==> config.mk <==
export PLATFORM = sky130hd
export DESIGN_NAME = sum_to_radix_digits_unit
export DESIGN_NICKNAME = d
export VERILOG_FILES = /design/src/rtl/srd_pkg.sv /design/src/rtl/srd_ctrl.sv /design/src/rtl/srd_dpath.sv /design/src/rtl/sum_to_radix_digits_unit.sv
export SDC_FILE = /design/constraint.sdc
export NUM_CORES = 2
export LEC_CHECK = 0
export ABC_AREA = 1
export BUFFER_PORTS_ARGS = -buffer_cell sky130_fd_sc_hd__clkbuf_2
export CAP_MARGIN = 20
export CORE_MARGIN = 2
export CORE_UTILIZATION = 40
export DETAILED_ROUTE_END_ITERATION = 8
export GPL_ROUTABILITY_DRIVEN = 0
export PLACE_DENSITY = 0.65
export SKIP_CTS_REPAIR_TIMING = 1
export SLEW_MARGIN = 10
export SYNTH_ARGS = -nofsm -noshare
export SYNTH_HDL_FRONTEND = slang
export SYNTH_SLANG_ARGS = --single-unit
==> constraint.sdc <==
create_clock -name clk -period 8.7 [get_ports clk]
set_input_delay 0.87 -clock clk [delete_from_list [all_inputs] [get_ports clk]]
set_output_delay 0.87 -clock clk [all_outputs]
set_load 0.03 [all_outputs]
==> src/rtl/srd_pkg.sv <==
`timescale 1ns / 1ps
// Shared types, constants and helper functions for the sum-to-radix-digits block.
// No dependencies; used by srd_ctrl, srd_dpath and sum_to_radix_digits_unit.
package srd_pkg;

    localparam int AddendW   = 30;
    localparam int SumW      = 31;
    localparam int RadixW    = 4;
    localparam int DigitW    = 4;
    localparam int RecipW    = 32;
    localparam int ProdW     = SumW + RecipW;
    localparam int RemW      = 5;
    localparam int MaxDigits = 32;
    localparam int StoreAw   = $clog2(MaxDigits);
    localparam int CountW    = StoreAw + 1;
    localparam int InDataW   = 64;
    localparam int OutDataW  = 8;

    localparam logic [RadixW-1:0] RadixReset = 4'd10;
    localparam logic [RadixW-1:0] RadixMin   = 4'd2;
    localparam logic [RadixW-1:0] RadixMax   = 4'd10;

    typedef struct packed {
        logic load_in;
        logic mul;
        logic fix;
        logic rd_en;
        logic rd_first;
        logic load_out;
    } srd_cmd_t;

    typedef struct packed {
        logic q_zero;
        logic ptr_zero;
    } srd_sts_t;

    // Register values outside 2..10 are clamped.
    function automatic logic [RadixW-1:0] eff_radix(input logic [RadixW-1:0] r);
        logic [RadixW-1:0] res;
        begin
            if (r < RadixMin)
            begin
                res = RadixMin;
            end
            else if (r > RadixMax)
            begin
                res = RadixMax;
            end
            else
            begin
                res = r;
            end
            return res;
        end
    endfunction

    // floor(2^32 / r); quotient estimate is exact or one low.
    function automatic logic [RecipW-1:0] recip(input logic [RadixW-1:0] r);
        logic [RecipW-1:0] m;
        begin
            case (r)
                4'd2:    m = 32'd2147483648;
                4'd3:    m = 32'd1431655765;
                4'd4:    m = 32'd1073741824;
                4'd5:    m = 32'd858993459;
                4'd6:    m = 32'd715827882;
                4'd7:    m = 32'd613566756;
                4'd8:    m = 32'd536870912;
                4'd9:    m = 32'd477218588;
                default: m = 32'd429496729;
            endcase
            return m;
        end
    endfunction

endpackage

==> src/rtl/srd_ctrl.sv <==
`timescale 1ns / 1ps
// Controller FSM: sequences load, divide steps and digit emission.
// Depends on srd_pkg; drives srd_dpath through srd_cmd_t.
module srd_ctrl
(
    input  logic             clk,
    input  logic             rst_n,
    input  logic             in_valid,
    output logic             in_ready,
    output logic             out_valid,
    input  logic             out_ready,
    input  srd_pkg::srd_sts_t sts,
    output srd_pkg::srd_cmd_t cmd
);

    typedef enum logic [2:0] {
        ST_IDLE,
        ST_MUL,
        ST_FIX,
        ST_PREF,
        ST_EMIT
    } state_t;

    state_t state_reg;
    state_t state_next;
    logic   out_valid_reg;
    logic   out_valid_next;
    logic   fire;

    assign in_ready  = (state_reg == ST_IDLE);
    assign out_valid = out_valid_reg;
    assign fire      = !out_valid_reg || out_ready;

    always_comb
    begin
        state_next     = state_reg;
        out_valid_next = out_valid_reg && !out_ready;
        cmd            = '0;
        unique case (state_reg)
            ST_IDLE:
            begin
                if (in_valid)
                begin
                    cmd.load_in = 1'b1;
                    state_next  = ST_MUL;
                end
            end
            ST_MUL:
            begin
                cmd.mul    = 1'b1;
                state_next = ST_FIX;
            end
            ST_FIX:
            begin
                cmd.fix    = 1'b1;
                state_next = sts.q_zero ? ST_PREF : ST_MUL;
            end
            ST_PREF:
            begin
                cmd.rd_en    = 1'b1;
                cmd.rd_first = 1'b1;
                state_next   = ST_EMIT;
            end
            ST_EMIT:
            begin
                if (fire)
                begin
                    cmd.load_out   = 1'b1;
                    out_valid_next = 1'b1;
                    if (sts.ptr_zero)
                    begin
                        state_next = ST_IDLE;
                    end
                    else
                    begin
                        cmd.rd_en = 1'b1;
                    end
                end
            end
            default:
            begin
                state_next = ST_IDLE;
            end
        endcase
    end

    always_ff @(posedge clk or negedge rst_n)
    begin
        if (!rst_n)
        begin
            state_reg     <= ST_IDLE;
            out_valid_reg <= 1'b0;
        end
        else
        begin
            state_reg     <= state_next;
            out_valid_reg <= out_valid_next;
        end
    end

endmodule

==> src/rtl/srd_dpath.sv <==
`timescale 1ns / 1ps
// Datapath: adder, reciprocal divide unit, digit store and output register.
// Depends on srd_pkg; commanded by srd_ctrl.
module srd_dpath
(
    input  logic                             clk,
    input  logic                             rst_n,
    input  logic [srd_pkg::AddendW-1:0]      addend_a,
    input  logic [srd_pkg::AddendW-1:0]      addend_b,
    input  logic                             cfg_we,
    input  logic [srd_pkg::RadixW-1:0]       cfg_wdata,
    input  srd_pkg::srd_cmd_t                cmd,
    output srd_pkg::srd_sts_t                sts,
    output logic [srd_pkg::DigitW-1:0]       digit,
    output logic                             last
);

    logic [srd_pkg::RadixW-1:0]  radix_reg;
    logic [srd_pkg::RadixW-1:0]  r_eff;
    logic [srd_pkg::SumW-1:0]    work_reg;
    logic [srd_pkg::ProdW-1:0]   prod_reg;
    logic [srd_pkg::CountW-1:0]  count_reg;
    logic [srd_pkg::StoreAw-1:0] ptr_reg;
    logic [srd_pkg::StoreAw-1:0] rd_addr;
    logic [srd_pkg::DigitW-1:0]  rd_data_reg;
    logic [srd_pkg::DigitW-1:0]  digit_reg;
    logic                        last_reg;
    logic [srd_pkg::DigitW-1:0]  store [srd_pkg::MaxDigits];

    logic [srd_pkg::SumW-1:0]    q_est;
    logic [srd_pkg::SumW+srd_pkg::RadixW-1:0] qr;
    logic [srd_pkg::RemW-1:0]    rem_est;
    logic [srd_pkg::RemW-1:0]    r_ext;
    logic                        over;
    logic [srd_pkg::SumW-1:0]    q_fix;
    logic [srd_pkg::DigitW-1:0]  rem_fix;

    assign r_eff   = srd_pkg::eff_radix(radix_reg);
    assign r_ext   = {1'b0, r_eff};
    assign q_est   = prod_reg[srd_pkg::ProdW-1:srd_pkg::RecipW];
    assign qr      = q_est * r_eff;
    // True remainder is below 2*radix, so five low bits suffice.
    assign rem_est = work_reg[srd_pkg::RemW-1:0] - qr[srd_pkg::RemW-1:0];
    assign over    = (rem_est >= r_ext);
    assign q_fix   = over ? q_est + srd_pkg::SumW'(1) : q_est;
    assign rem_fix = over ? srd_pkg::DigitW'(rem_est - r_ext)
                          : srd_pkg::DigitW'(rem_est);

    assign sts.q_zero   = (q_fix == '0);
    assign sts.ptr_zero = (ptr_reg == '0);
    assign rd_addr      = cmd.rd_first ? ptr_reg : ptr_reg - srd_pkg::StoreAw'(1);
    assign digit        = digit_reg;
    assign last         = last_reg;

    always_ff @(posedge clk or negedge rst_n)
    begin
        if (!rst_n)
        begin
            radix_reg <= srd_pkg::RadixReset;
            count_reg <= '0;
        end
        else
        begin
            if (cfg_we)
            begin
                radix_reg <= cfg_wdata;
            end
            if (cmd.load_in)
            begin
                count_reg <= '0;
            end
            else if (cmd.fix)
            begin
                count_reg <= count_reg + srd_pkg::CountW'(1);
            end
        end
    end

    always_ff @(posedge clk)
    begin
        if (cmd.load_in)
        begin
            work_reg <= srd_pkg::SumW'(addend_a) + srd_pkg::SumW'(addend_b);
        end
        else if (cmd.fix)
        begin
            work_reg <= q_fix;
        end
        if (cmd.mul)
        begin
            prod_reg <= work_reg * srd_pkg::recip(r_eff);
        end
        if (cmd.fix)
        begin
            ptr_reg <= count_reg[srd_pkg::StoreAw-1:0];
        end
        else if (cmd.load_out && !sts.ptr_zero)
        begin
            ptr_reg <= ptr_reg - srd_pkg::StoreAw'(1);
        end
        if (cmd.load_out)
        begin
            digit_reg <= rd_data_reg;
            last_reg  <= sts.ptr_zero;
        end
    end

    always_ff @(posedge clk)
    begin
        if (cmd.fix)
        begin
            store[count_reg[srd_pkg::StoreAw-1:0]] <= rem_fix;
        end
        if (cmd.rd_en)
        begin
            rd_data_reg <= store[rd_addr];
        end
    end

endmodule

==> src/rtl/sum_to_radix_digits_unit.sv <==
`timescale 1ns / 1ps
// Top level: adds two addends and streams the sum as radix digits, MSD first.
// Depends on srd_pkg, srd_ctrl and srd_dpath.
//
// Usage:
//   Input channel s_axis_*: one transfer carries addend_a and addend_b.
//   Output channel m_axis_*: one transfer per digit, most significant first;
//   tlast marks the least significant digit. A zero sum gives one digit 0.
//   cfg_we/cfg_wdata write the radix (reset 10; 0..1 act as 2, 11..15 as 10).
//   Write it only while no item is in flight.
// Timing:
//   The sum is divided by the radix with a reciprocal multiply and a
//   one-step correction, one digit at a time, in a multiply state and a
//   fix state per digit. The most significant digit is then prefetched
//   from the digit store, and digits are presented one per cycle while
//   m_axis_tready is high.
//   The next input transfer is taken once the last digit sits in the
//   output register, while that digit still waits for the receiver.
// Reset: rst_n clears the controller and output valid and sets the radix register to 10.
// Stall: with m_axis_tready low the digit holds and emission pauses.
module sum_to_radix_digits_unit
(
    input  logic                           clk,
    input  logic                           rst_n,
    input  logic                           s_axis_tvalid,
    output logic                           s_axis_tready,
    input  logic [srd_pkg::InDataW-1:0]    s_axis_tdata,  // addend_a[29:0], addend_b[59:30]
    output logic                           m_axis_tvalid,
    input  logic                           m_axis_tready,
    output logic [srd_pkg::OutDataW-1:0]   m_axis_tdata,  // digit[3:0]
    output logic                           m_axis_tlast,
    input  logic                           cfg_we,
    input  logic [srd_pkg::RadixW-1:0]     cfg_wdata
);

    srd_pkg::srd_cmd_t            cmd;
    srd_pkg::srd_sts_t            sts;
    logic [srd_pkg::DigitW-1:0]   digit;

    srd_ctrl u_ctrl
    (
        .clk       (clk),
        .rst_n     (rst_n),
        .in_valid  (s_axis_tvalid),
        .in_ready  (s_axis_tready),
        .out_valid (m_axis_tvalid),
        .out_ready (m_axis_tready),
        .sts       (sts),
        .cmd       (cmd)
    );

    srd_dpath u_dpath
    (
        .clk       (clk),
        .rst_n     (rst_n),
        .addend_a  (s_axis_tdata[srd_pkg::AddendW-1:0]),
        .addend_b  (s_axis_tdata[2*srd_pkg::AddendW-1:srd_pkg::AddendW]),
        .cfg_we    (cfg_we),
        .cfg_wdata (cfg_wdata),
        .cmd       (cmd),
        .sts       (sts),
        .digit     (digit),
        .last      (m_axis_tlast)
    );

    assign m_axis_tdata = {{(srd_pkg::OutDataW-srd_pkg::DigitW){1'b0}}, digit};

endmodule
==> flow_summary.yaml <==
run_status:
  status: "complete, no violations"
critical_path:
  worst_path_most_repeated_cell: "sky130_fd_sc_hd__fa_1"
  timing.setup.critical_path_class: "reg -> reg"
  setup.worst_path.start_class: "flip-flop"
  worst_path_buffer_plus_inverter_count: 10
  timing.critical_path.arrival_ns: 8.69
  crit_slowest_cell: "sky130_fd_sc_hd__fa_2"
  crit_path_leading_delay_family: "adder cells"
  cp_slowest_stage_delay_ns: 0.67
  crit_required_ns: 8.97
  critical_path_sink_type: "flip-flop"
  highest_fanout_seen_on_the_critical_path: 17
placed_design:
  hpwl_mm: 91.1
  detailedPlace.worstSlack_ns: 0.0650
  numPlacedInstances: 5398
  io_buffers: 75
timing:
  finalWorstPathRequiredPeriod_ns: 8.42
  timing.max_slew.rel_slack: 0.284
  max_freq_mhz: 119
  unrepaired_setup_endpoints_after_global_routing: "true"
  hold_viol_final: 0
  worstMarginPinSlew_ns: 1.07
  setup-tns-final_ns: 0
  timing.final.ws_setup_ns: 0.279
  drv_slew: 0
  finish_stage_setup_viols: 0
  min_period_over_period: 0.968
  finClkSkew_ns: 0.0159
grt:
  grt.total_usage: 0.243
  number_of_antenna_violations_at_the_first_check_in_global_routing: 1
  wire_length_of_the_first_global_routing_pass_mm: 167
  grt_max_degree: 66
  number_of_global_route_vias_before_repair: 28800
  grt_total_ovfl: 0
synthesis:
  share_of_the_synthesized_area_in_the_top_cell_type: 0.326
  synth_top_cells_by_area: "sky130_fd_sc_hd__fa_1 (33%), sky130_fd_sc_hd__edfxtp_1 (17%), sky130_fd_sc_hd__ha_1 (12%)"
  synth_ff_type: "sky130_fd_sc_hd__edfxtp_1"
  synth_enable_flop_cells: 204
  synth_compound_area_frac: 0.0759
  async_reset_ff_frac: 0.0599
  gate_count_post_synth: 4096
  synth_top_family_by_area: "adder cells"
  xor_xnor_fraction_of_synth_area: 0.0302
  synth_simple_gate_area_frac: 0.153
  synth.mux.area_fraction: 0.000283
  yosys.area_share.adder: 0.449
  synth-seq-cells: 217
  avgSynthCellArea_um2: 8.63
  yosysWarnings: 0
  synth_area_um2: 35400
  sequential_share_of_the_synthesized_area: 0.183
  synth_area_leader_cell: "sky130_fd_sc_hd__fa_1"
  yosys.cell_types.count: 52
layout:
  max_reg_flops: 128
  num-nets-final: 5260
  finish.cell_count_without_fillers: 5441
  finish.utilization: 0.445
  fillerInstances: 8562
  most-common-layout-cells: "sky130_fd_sc_hd__inv_1 (873), sky130_fd_sc_hd__nand2_1 (606), sky130_fd_sc_hd__fa_1 (566), sky130_fd_sc_hd__nor2_1 (547), sky130_fd_sc_hd__ha_1 (345)"
  diodes: 0
  most_frequent_standard_cell_in_the_layout_excluding_fill_and_tap_cells: "sky130_fd_sc_hd__inv_1"
  drive_gt1_frac: 0.0886
  area_delta_synth_final_pct: 10.6
die:
  ios: 84
  fp.coreArea_um2: 88000
  die_h_um: 301
  fp-row-count: 109
  initial_core_utilization: 0.402
  fp.dieW_um: 301
  floorplan.die_area_um2: 90800
min_path:
  timing.hold.worst.class: "in -> async"
clocking:
  cts_buffer_depth: 3
  tritoncts: "built"
  number_of_buffers_added_by_the_clock_tree_synthesis_step: 19
  clock_sinks: 217
  cts.clk_slew.worst_paths_ns: 0.07
  cts_max_level: 1
  clk-insertion-delay-late_ns: 0.53
  clock-root-buffer: "sky130_fd_sc_hd__clkbuf_16"
drt:
  route.detailed.wl_per_inst_um: 20.0
  detailedRoute.firstIterationViolations: 2415
  remaining_drc_errors: 0
  final_antenna_net_count: 0
  detail_route.first_pass.iterations: 5
  num_vias: 28400
  routed_wl_mm: 109
  vias_per_cell: 5.22
job:
  cap_violations: 0
final cells by class:
type,instances,area [um^2],area share
clock inverters,8,47.5,0.00122
multi-input cells,2879,25300,0.648
repair buffers,246,1870,0.0478
flip-flops and latches,217,6450,0.165
clock buffers,26,544,0.0139
well taps,1165,1460,0.0373
inverters,900,3390,0.0867
Yosys cell counts (all sizes together), types with 2 or more instances:
cell type	count
clkinv	15
nor2	572
xnor2	42
edfxtp	204
xor2	80
a21oi	157
nand4	14
fa	576
dfrtp	11
o22ai	10
a21o	21
a221oi	2
nand2	619
a211oi	3
o21ai	169
buf	22
nor3	39
clkbuf	81
o221ai	25
nor3b	3
nand3b	2
o31ai	3
o21a	12
ha	348
inv	885
dfstp	2
or2	14
o211ai	8
nor4	5
a31oi	31
a21boi	3
o21bai	20
nand3	92
final timing paths:
path | from | end | slack (ns) | cells past startpoint
max | u_dpath.radix_reg[3]$_DFFE_PN1P_ | u_dpath.prod_reg[44]$_DFFE_PP_ | 0.28 | 38
max in group asynchronous | rst_n | u_dpath.radix_reg[3]$_DFFE_PN1P_ | 8.12 | 1
min in group clk | u_dpath.rd_data_reg[0]$_DFFE_PP_ | u_dpath.digit[0]$_DFFE_PP_ | 0.46 | 0
min | rst_n | u_dpath.radix_reg[2]$_DFFE_PN0P_ | 0.26 | 1
max reg2reg | u_dpath.radix_reg[3]$_DFFE_PN1P_ | u_dpath.prod_reg[44]$_DFFE_PP_ | 0.28 | 38
min reg2reg | u_dpath.rd_data_reg[0]$_DFFE_PP_ | u_dpath.digit[0]$_DFFE_PP_ | 0.46 | 0
stage by stage:
step / area [um^2] / hold slack [ns]
2_1_floorplan: 35400 / 0.400
3_3_place_gp: 38100 / 0.450
3_5_place_dp: 38100 / 0.444
4_1_cts: 38700 / 0.256
5_1_grt: 39100 / 0.256
6_report: 39100 / 0.259
cells by family after synthesis:
group / Yosys count
buf+inv: 1003
xor+xnor: 122
compound gates: 467
fa+ha+maj: 924
other cells: 1
simple gates: 1361
mux: 1
flops: 217
layer usage:
layer  part of all wire  vias up  GRT usage
met5            0.00016        -          0
met4              0.068        2      0.127
met3               0.10      299     0.0613
met2               0.43     1288      0.369
met1               0.39    13800      0.320
li1                   -    13000          -
Power is left out: the tool's default activity adds up to more than one toggle a clock period on the data nets, which glitch-free logic cannot reach.
